--- src/design/thp_pkg.sv ---
// ----------------------------------------------------------------------------
// thp_pkg: shared types and constants of the teredo header parser
// Transfer structs, parse phases, status codes and fixed widths.
// ----------------------------------------------------------------------------
`default_nettype none

package thp_pkg;

  localparam int LEN_WIDTH_DEF = 16;
  localparam int CNT_W         = 16;
  localparam int OFF_W         = 10;

  typedef enum logic [2:0] {
    PH_TAG0    = 3'd0,
    PH_TAG1    = 3'd1,
    PH_AUTH_ID = 3'd2,
    PH_AUTH_AU = 3'd3,
    PH_SKIP    = 3'd4,
    PH_IPV6    = 3'd5,
    PH_ERR     = 3'd6
  } phase_t;

  localparam logic [2:0] ST_OK           = 3'd0;
  localparam logic [2:0] ST_TRUNC_TAG    = 3'd1;
  localparam logic [2:0] ST_TRUNC_ORIGIN = 3'd2;
  localparam logic [2:0] ST_TRUNC_AUTH   = 3'd3;
  localparam logic [2:0] ST_SHORT_IPV6   = 3'd4;
  localparam logic [2:0] ST_LEN_MISMATCH = 3'd5;
  localparam logic [2:0] ST_MISORDERED   = 3'd6;
  localparam logic [2:0] ST_UNKNOWN_TAG  = 3'd7;

  localparam logic [7:0]       TAG_ORIGIN   = 8'd0;
  localparam logic [7:0]       TAG_AUTH     = 8'd1;
  localparam logic [3:0]       TAG_IPV6_NIB = 4'd6;
  localparam logic [OFF_W-1:0] ORIGIN_SKIP  = 10'd6;
  localparam logic [OFF_W-1:0] AUTH_SKIP    = 10'd9;
  localparam logic [CNT_W-1:0] IPV6_MIN     = 16'd40;
  localparam logic [CNT_W-1:0] IPV6_START   = 16'd2;
  localparam logic [CNT_W-1:0] PLEN_HI_POS  = 16'd4;
  localparam logic [CNT_W-1:0] PLEN_LO_POS  = 16'd5;

  typedef struct packed {
    logic [7:0] data_byte;
    logic       last_byte;
  } item_t;

  typedef struct packed {
    logic             packet_ok;
    logic [2:0]       status;
    logic [OFF_W-1:0] ipv6_offset;
    logic             origin_seen;
    logic [OFF_W-1:0] origin_offset;
    logic             auth_seen;
  } result_t;

endpackage

`default_nettype wire

--- src/design/teredo_header_parser.sv ---
// ----------------------------------------------------------------------------
// teredo_header_parser: teredo encapsulation header walker
// Walks origin and auth headers byte by byte, checks the inner ipv6 header
// and reports one result per packet on its last byte.
// ----------------------------------------------------------------------------
//  channel   direction  payload    transfer
//  item      in         item_t     item_valid & item_ready, one byte
//  result    out        result_t   result_valid & result_ready, per packet
//
//  one byte is taken every cycle while item_ready is high; the parse state updates in that cycle
//  the result is registered and shows in the cycle after the last byte is taken
//  item_ready drops only while a result waits and result_ready is low
//  rst is synchronous and returns the parser to the first tag byte
//  state returns to reset after every last byte
// ----------------------------------------------------------------------------
`default_nettype none

module teredo_header_parser
  import thp_pkg::*;
#(
  parameter int LEN_WIDTH = LEN_WIDTH_DEF
) (
  input  wire logic    clk,
  input  wire logic    rst,
  input  wire logic    item_valid,
  output logic         item_ready,
  input  wire item_t   item,
  output logic         result_valid,
  input  wire logic    result_ready,
  output result_t      result
);

  localparam logic [CNT_W-1:0] CNT_MAX = CNT_W'((32'd1 << LEN_WIDTH) - 32'd1);

  phase_t             phase, phase_next;
  logic [CNT_W-1:0]   byte_count, byte_count_next;
  logic [OFF_W-1:0]   header_start, header_start_next;
  logic [OFF_W-1:0]   skip_remaining, skip_remaining_next;
  logic [7:0]         tag_high, tag_high_next;
  logic [7:0]         id_length, id_length_next;
  logic [1:0]         seen_flags, seen_flags_next;
  logic [CNT_W-1:0]   payload_length, payload_length_next;
  logic [2:0]         error_code, error_code_next;
  logic [OFF_W-1:0]   origin_start, origin_start_next;
  logic [OFF_W-1:0]   skip_dec;
  result_t            result_next;
  logic               accept;

  assign item_ready = !result_valid || result_ready;
  assign accept     = item_valid && item_ready;
  assign skip_dec   = (skip_remaining != '0) ? skip_remaining - 1'b1 : skip_remaining;

  // next state
  always_comb begin
    phase_next          = phase;
    byte_count_next     = byte_count;
    header_start_next   = header_start;
    skip_remaining_next = skip_remaining;
    tag_high_next       = tag_high;
    id_length_next      = id_length;
    seen_flags_next     = seen_flags;
    payload_length_next = payload_length;
    error_code_next     = error_code;
    origin_start_next   = origin_start;
    case (phase)
      PH_TAG0: begin
        header_start_next = byte_count[OFF_W-1:0];
        tag_high_next     = item.data_byte;
        byte_count_next   = byte_count + 1'b1;
        phase_next        = PH_TAG1;
      end
      PH_TAG1: begin
        byte_count_next = byte_count + 1'b1;
        if (tag_high == 8'd0 && item.data_byte == TAG_ORIGIN) begin
          if (seen_flags[0]) begin
            error_code_next = ST_MISORDERED;
            phase_next      = PH_ERR;
          end else begin
            skip_remaining_next = ORIGIN_SKIP;
            error_code_next     = ST_TRUNC_ORIGIN;
            phase_next          = PH_SKIP;
          end
        end else if (tag_high == 8'd0 && item.data_byte == TAG_AUTH) begin
          if (seen_flags != 2'b00) begin
            error_code_next = ST_MISORDERED;
            phase_next      = PH_ERR;
          end else begin
            error_code_next = ST_TRUNC_AUTH;
            phase_next      = PH_AUTH_ID;
          end
        end else if (tag_high[7:4] == TAG_IPV6_NIB) begin
          byte_count_next     = IPV6_START;
          payload_length_next = '0;
          phase_next          = PH_IPV6;
        end else begin
          error_code_next = ST_UNKNOWN_TAG;
          phase_next      = PH_ERR;
        end
      end
      PH_AUTH_ID: begin
        id_length_next  = item.data_byte;
        byte_count_next = byte_count + 1'b1;
        phase_next      = PH_AUTH_AU;
      end
      PH_AUTH_AU: begin
        skip_remaining_next = AUTH_SKIP + OFF_W'(id_length) + OFF_W'(item.data_byte);
        byte_count_next     = byte_count + 1'b1;
        phase_next          = PH_SKIP;
      end
      PH_SKIP: begin
        byte_count_next     = byte_count + 1'b1;
        skip_remaining_next = skip_dec;
        if (skip_dec == '0) begin
          if (error_code == ST_TRUNC_ORIGIN) begin
            seen_flags_next[0] = 1'b1;
            origin_start_next  = header_start;
          end else begin
            seen_flags_next[1] = 1'b1;
          end
          phase_next = PH_TAG0;
        end
      end
      PH_IPV6: begin
        if (byte_count == PLEN_HI_POS) begin
          payload_length_next = {item.data_byte, payload_length[7:0]};
        end else if (byte_count == PLEN_LO_POS) begin
          payload_length_next = {payload_length[15:8], item.data_byte};
        end
        if (byte_count < CNT_MAX) begin
          byte_count_next = byte_count + 1'b1;
        end
      end
      default: begin
      end
    endcase
  end

  // result of a packet ending on this byte
  always_comb begin
    result_next               = '0;
    result_next.origin_seen   = seen_flags_next[0];
    result_next.origin_offset = seen_flags_next[0] ? origin_start_next : '0;
    result_next.auth_seen     = seen_flags_next[1];
    case (phase_next)
      PH_TAG0, PH_TAG1: begin
        result_next.status = ST_TRUNC_TAG;
      end
      PH_IPV6: begin
        if (byte_count_next < IPV6_MIN) begin
          result_next.status = ST_SHORT_IPV6;
        end else if (byte_count_next >= CNT_MAX ||
                     byte_count_next - IPV6_MIN != payload_length_next) begin
          result_next.status = ST_LEN_MISMATCH;
        end else begin
          result_next.status      = ST_OK;
          result_next.packet_ok   = 1'b1;
          result_next.ipv6_offset = header_start_next;
        end
      end
      default: begin
        result_next.status = error_code_next;
      end
    endcase
  end

  always_ff @(posedge clk) begin
    if (rst || (accept && item.last_byte)) begin
      phase          <= PH_TAG0;
      byte_count     <= '0;
      header_start   <= '0;
      skip_remaining <= '0;
      tag_high       <= '0;
      id_length      <= '0;
      seen_flags     <= '0;
      payload_length <= '0;
      error_code     <= ST_OK;
      origin_start   <= '0;
    end else if (accept) begin
      phase          <= phase_next;
      byte_count     <= byte_count_next;
      header_start   <= header_start_next;
      skip_remaining <= skip_remaining_next;
      tag_high       <= tag_high_next;
      id_length      <= id_length_next;
      seen_flags     <= seen_flags_next;
      payload_length <= payload_length_next;
      error_code     <= error_code_next;
      origin_start   <= origin_start_next;
    end
  end

  always_ff @(posedge clk) begin
    if (rst) begin
      result_valid <= 1'b0;
    end else if (accept && item.last_byte) begin
      result_valid <= 1'b1;
    end else if (result_ready) begin
      result_valid <= 1'b0;
    end
  end

  always_ff @(posedge clk) begin
    if (accept && item.last_byte) begin
      result <= result_next;
    end
  end

  a_last_gives_result: assert property (@(posedge clk) disable iff (rst)
    accept && item.last_byte |=> result_valid)
    else $error("no result after last byte");

  a_no_spurious_result: assert property (@(posedge clk) disable iff (rst)
    !result_valid && !(accept && item.last_byte) |=> !result_valid)
    else $error("result without last byte");

  a_ok_status: assert property (@(posedge clk) disable iff (rst)
    result_valid && result.packet_ok |-> result.status == ST_OK)
    else $error("packet_ok with error status");

  a_origin_offset: assert property (@(posedge clk) disable iff (rst)
    result_valid && !result.origin_seen |-> result.origin_offset == '0)
    else $error("origin offset without origin header");

  a_packet_restart: assert property (@(posedge clk) disable iff (rst)
    accept && item.last_byte |=> phase == PH_TAG0 && byte_count == '0 && seen_flags == 2'b00)
    else $error("parser not restarted after packet");

endmodule

`default_nettype wire

--- config.mk ---
export PLATFORM = sky130hd
export DESIGN_NAME = teredo_header_parser
export DESIGN_NICKNAME = d
export VERILOG_FILES = /design/src/design/thp_pkg.sv /design/src/design/teredo_header_parser.sv
export SDC_FILE = /design/constraint.sdc
export NUM_CORES = 1
export LEC_CHECK = 0
export ABC_AREA = 0
export ABC_CLOCK_PERIOD_IN_PS = 6450
export BUFFER_PORTS_ARGS = -buffer_cell sky130_fd_sc_hd__buf_2
export CAP_MARGIN = 20
export CORE_AREA = 3 3 124 126
export CTS_CLUSTER_DIAMETER = 200
export DETAILED_ROUTE_END_ITERATION = 7
export DIE_AREA = 0 0 127 129
export GPL_TIMING_DRIVEN = 0
export PLACE_DENSITY_LB_ADDON = 0.05
export RECOVER_POWER = 50
export SYNTH_ARGS = -nofsm -noshare
export SYNTH_HDL_FRONTEND = slang
export SYNTH_SLANG_ARGS = --single-unit
--- constraint.sdc ---
create_clock -name clk -period 6.45 [get_ports clk]
set_input_delay 1.29 -clock clk [delete_from_list [all_inputs] [get_ports clk]]
set_output_delay 1.29 -clock clk [all_outputs]
set_load 0.01 [all_outputs]
==> results.cfg <==
[outcome]
status = complete, no violations

[layout]
fill_cells = 1366
fin_area_mm2 = 0.00812
areaGrowthSynthToFinish_pct = 13.7
multi_input_area_mm2 = 0.00413
layout.nets = 967
drive_above_1_share_pct = 11.9
seq_area_mm2 = 0.00252
n_antenna_cell = 0

[setup_path]
critical_path_class = reg2reg
crit_required_ns = 6.62
end_kind = flop
critPathMaxFanout = 10
crit_arrival_ns = 4.85
start_kind = flop

[clock_network]
clk_pin_slew_ns = 0.06
clk_latency_ns = 0.43
cts_tree = yes
post-cts-setup-buffers = 0
cts.path.max_buffers = 2
hold_buffers = 0
clkSinkCount = 113
cts_buffers = 17
ctsResizeCount = 0
cts_max_level = 4
cts_root_buf = clkbuf_16

[sta]
setup_viol = 0
worst_slew_pin_slew_ns = 1.10
finClkSkew_ns = 0.0121
tns_ns = 0
fin_crit_sh_pct = 72.6
max_slew_margin_pct = 26.0
rsz0062_at_grt = no
fmax_mhz = 213
slew_violations = 0
hold_viol_final = 0
fin_crit_ns = 4.68

[placed_design]
place_area_mm2 = 0.00758
gp_congestion = 0.965
dp_hpwl_mm = 16.3
portBuffers = 38

[routing]
dr.pass1.iters = 6
initialDrtViolationCount = 654
drc_errors = 0
final_antenna_net_count = 0
avgRoutedWirePerCell_um = 20.0
vias = 6974
viasPerCell = 6.17
totalWireLength_mm = 22.6

[power]
p_leak_nw = 2.74
finalPower_mw = 1.92
p_per_area_mw_per_mm2 = 236
ir_worst_vdd_uv = 184

[global_routing]
grt_start_max_net_pins = 28
grt_pass1_vias = 6673
antenna_found_initial = 0
track_usage_pct = 28.0
grt_pass1_wl_mm = 36.2
grt_overflow = 0

[synthesis]
yosys.area.top_type = dfxtp_1
synth_area_leaders = dfxtp_1 (24%), edfxtp_1 (11%), nand2_1 (6.1%), nor2_1 (5.0%), a21oi_1 (4.3%)
syn_nets = 908
synth_cells = 874
ys_ff_latch = 113
yosysMostFrequentCell = nand2_1
ys.warnings.count = 0
syn-cell-area_mm2 = 0.00715
synthArstFlopShare_pct = 0
synth.avg_cell_area_um2 = 8.18
seq_area_frac_synth_pct = 35.3
synth_edf_count = 26
synth_ff_type = dfxtp_1
yosys.cell_types.count = 101
synth_common_cells = nand2_1 (117), nor2_1 (95), dfxtp_1 (87)
yosysTopAreaCellShare_pct = 24.4

[job]
maxCapViolCount = 0

[floorplan]
start_util_pct = 49.5
die_w_um = 127
die_area_mm2 = 0.0164
ios = 41
placeableCoreArea_mm2 = 0.0144
rows = 44
chipHeight_um = 129

[min_path]
hold_path_class = reg2reg
per-layer routing:
metal  part of all wire, %  wire length, um  vias to the layer above  GRT usage, %
met1                    45            10200                     3330          38.0
met5                     0                0                        -             0
met3                   6.4             1450                       47          4.28
li1                      -                -                     3312             -
met4                   2.8              637                        0          10.7
met2                    46            10300                      285          45.3
worst max-delay path, stage by stage, from the launching register on:
cell       delay [ns]
dfxtp_1          0.32
buf_2            0.18
nor3b_1          0.18
nand2_1          0.32
clkbuf_1         0.54
clkbuf_1         0.48
nand2_1          0.26
ha_1             0.37
inv_1            0.11
nand2_1          0.06
a211oi_1         0.21
and3b_1          0.22
xnor2_1          0.12
nor2_1           0.13
o2111ai_1        0.19
nor4_4           0.22
nand4_2          0.23
and3_1           0.28
where the power goes:
group / internal [mW] / switching [mW]
clock: 0.563 / 0.380
combinational: 0.0694 / 0.151
sequential: 0.740 / 0.0138
flip-flops by register name, indices dropped and copies added (netlist names), 2 cells and up:
name	cells
id_length	8
tag_high	8
skip_remaining	10
payload_length	16
seen_flags	2
header_start	10
byte_count	16
origin_start	10
phase	3
error_code	3
result	26
area by class of cell:
class                           instances  share of cell area, %
Multi-Input combinational cell        659                   50.8
Sequential cell                       113                   31.0
Clock buffer                           18                   5.54
Buffer                                 65                   4.30
Tap cell                              184                   2.83
Timing Repair Buffer                   40                   2.03
Clock inverter                         14                   1.72
Inverter                               37                   1.71
per-stage QoR:
stage	hold slack, ns	instances	setup slack (ns)	utilization [%]
CTS	0.455	1130	1.81	56.6
finish	0.455	1130	1.77	56.3
global placement	0.445	1096	1.50	52.5
detailed placement	0.447	1098	1.38	52.5
floorplan	0.436	874	2.79	-
global route	0.470	1130	1.55	56.3
layout by cell type, fill, tap and decap left out, types with 18 or more instances in the layout:
cell / n
a21oi_1: 62
a22oi_1: 28
buf_2: 20
clkbuf_1: 68
clkbuf_16: 18
dfxtp_1: 87
edfxtp_1: 26
ha_1: 20
inv_1: 36
nand2_1: 117
nand3_1: 24
nor2_1: 95
nor3_1: 22
nor4_1: 19
o21ai_0: 43
worst paths after layout:
check	cells past startpoint	end	from	slack, ns
max	17	result[24]	phase[0]	1.77
min	2	tag_high[3]	tag_high[3]	0.45
max reg2reg	17	result[24]	phase[0]	1.77
min reg2reg	2	tag_high[3]	tag_high[3]	0.45
logic make-up after synthesis:
| kind of cell | share of synthesized area (%) |
|---|---|
| AOI/OAI and AO/OA | 23.2 |
| xor gates and xnor gates | 2.57 |
| adders and majority gates | 3.78 |
| buffers and inverters | 6.85 |
| DFF | 35.3 |
| muxes | 1.86 |
| and+or+nand+nor | 26.4 |
Power figures use the tool's default switching activity.
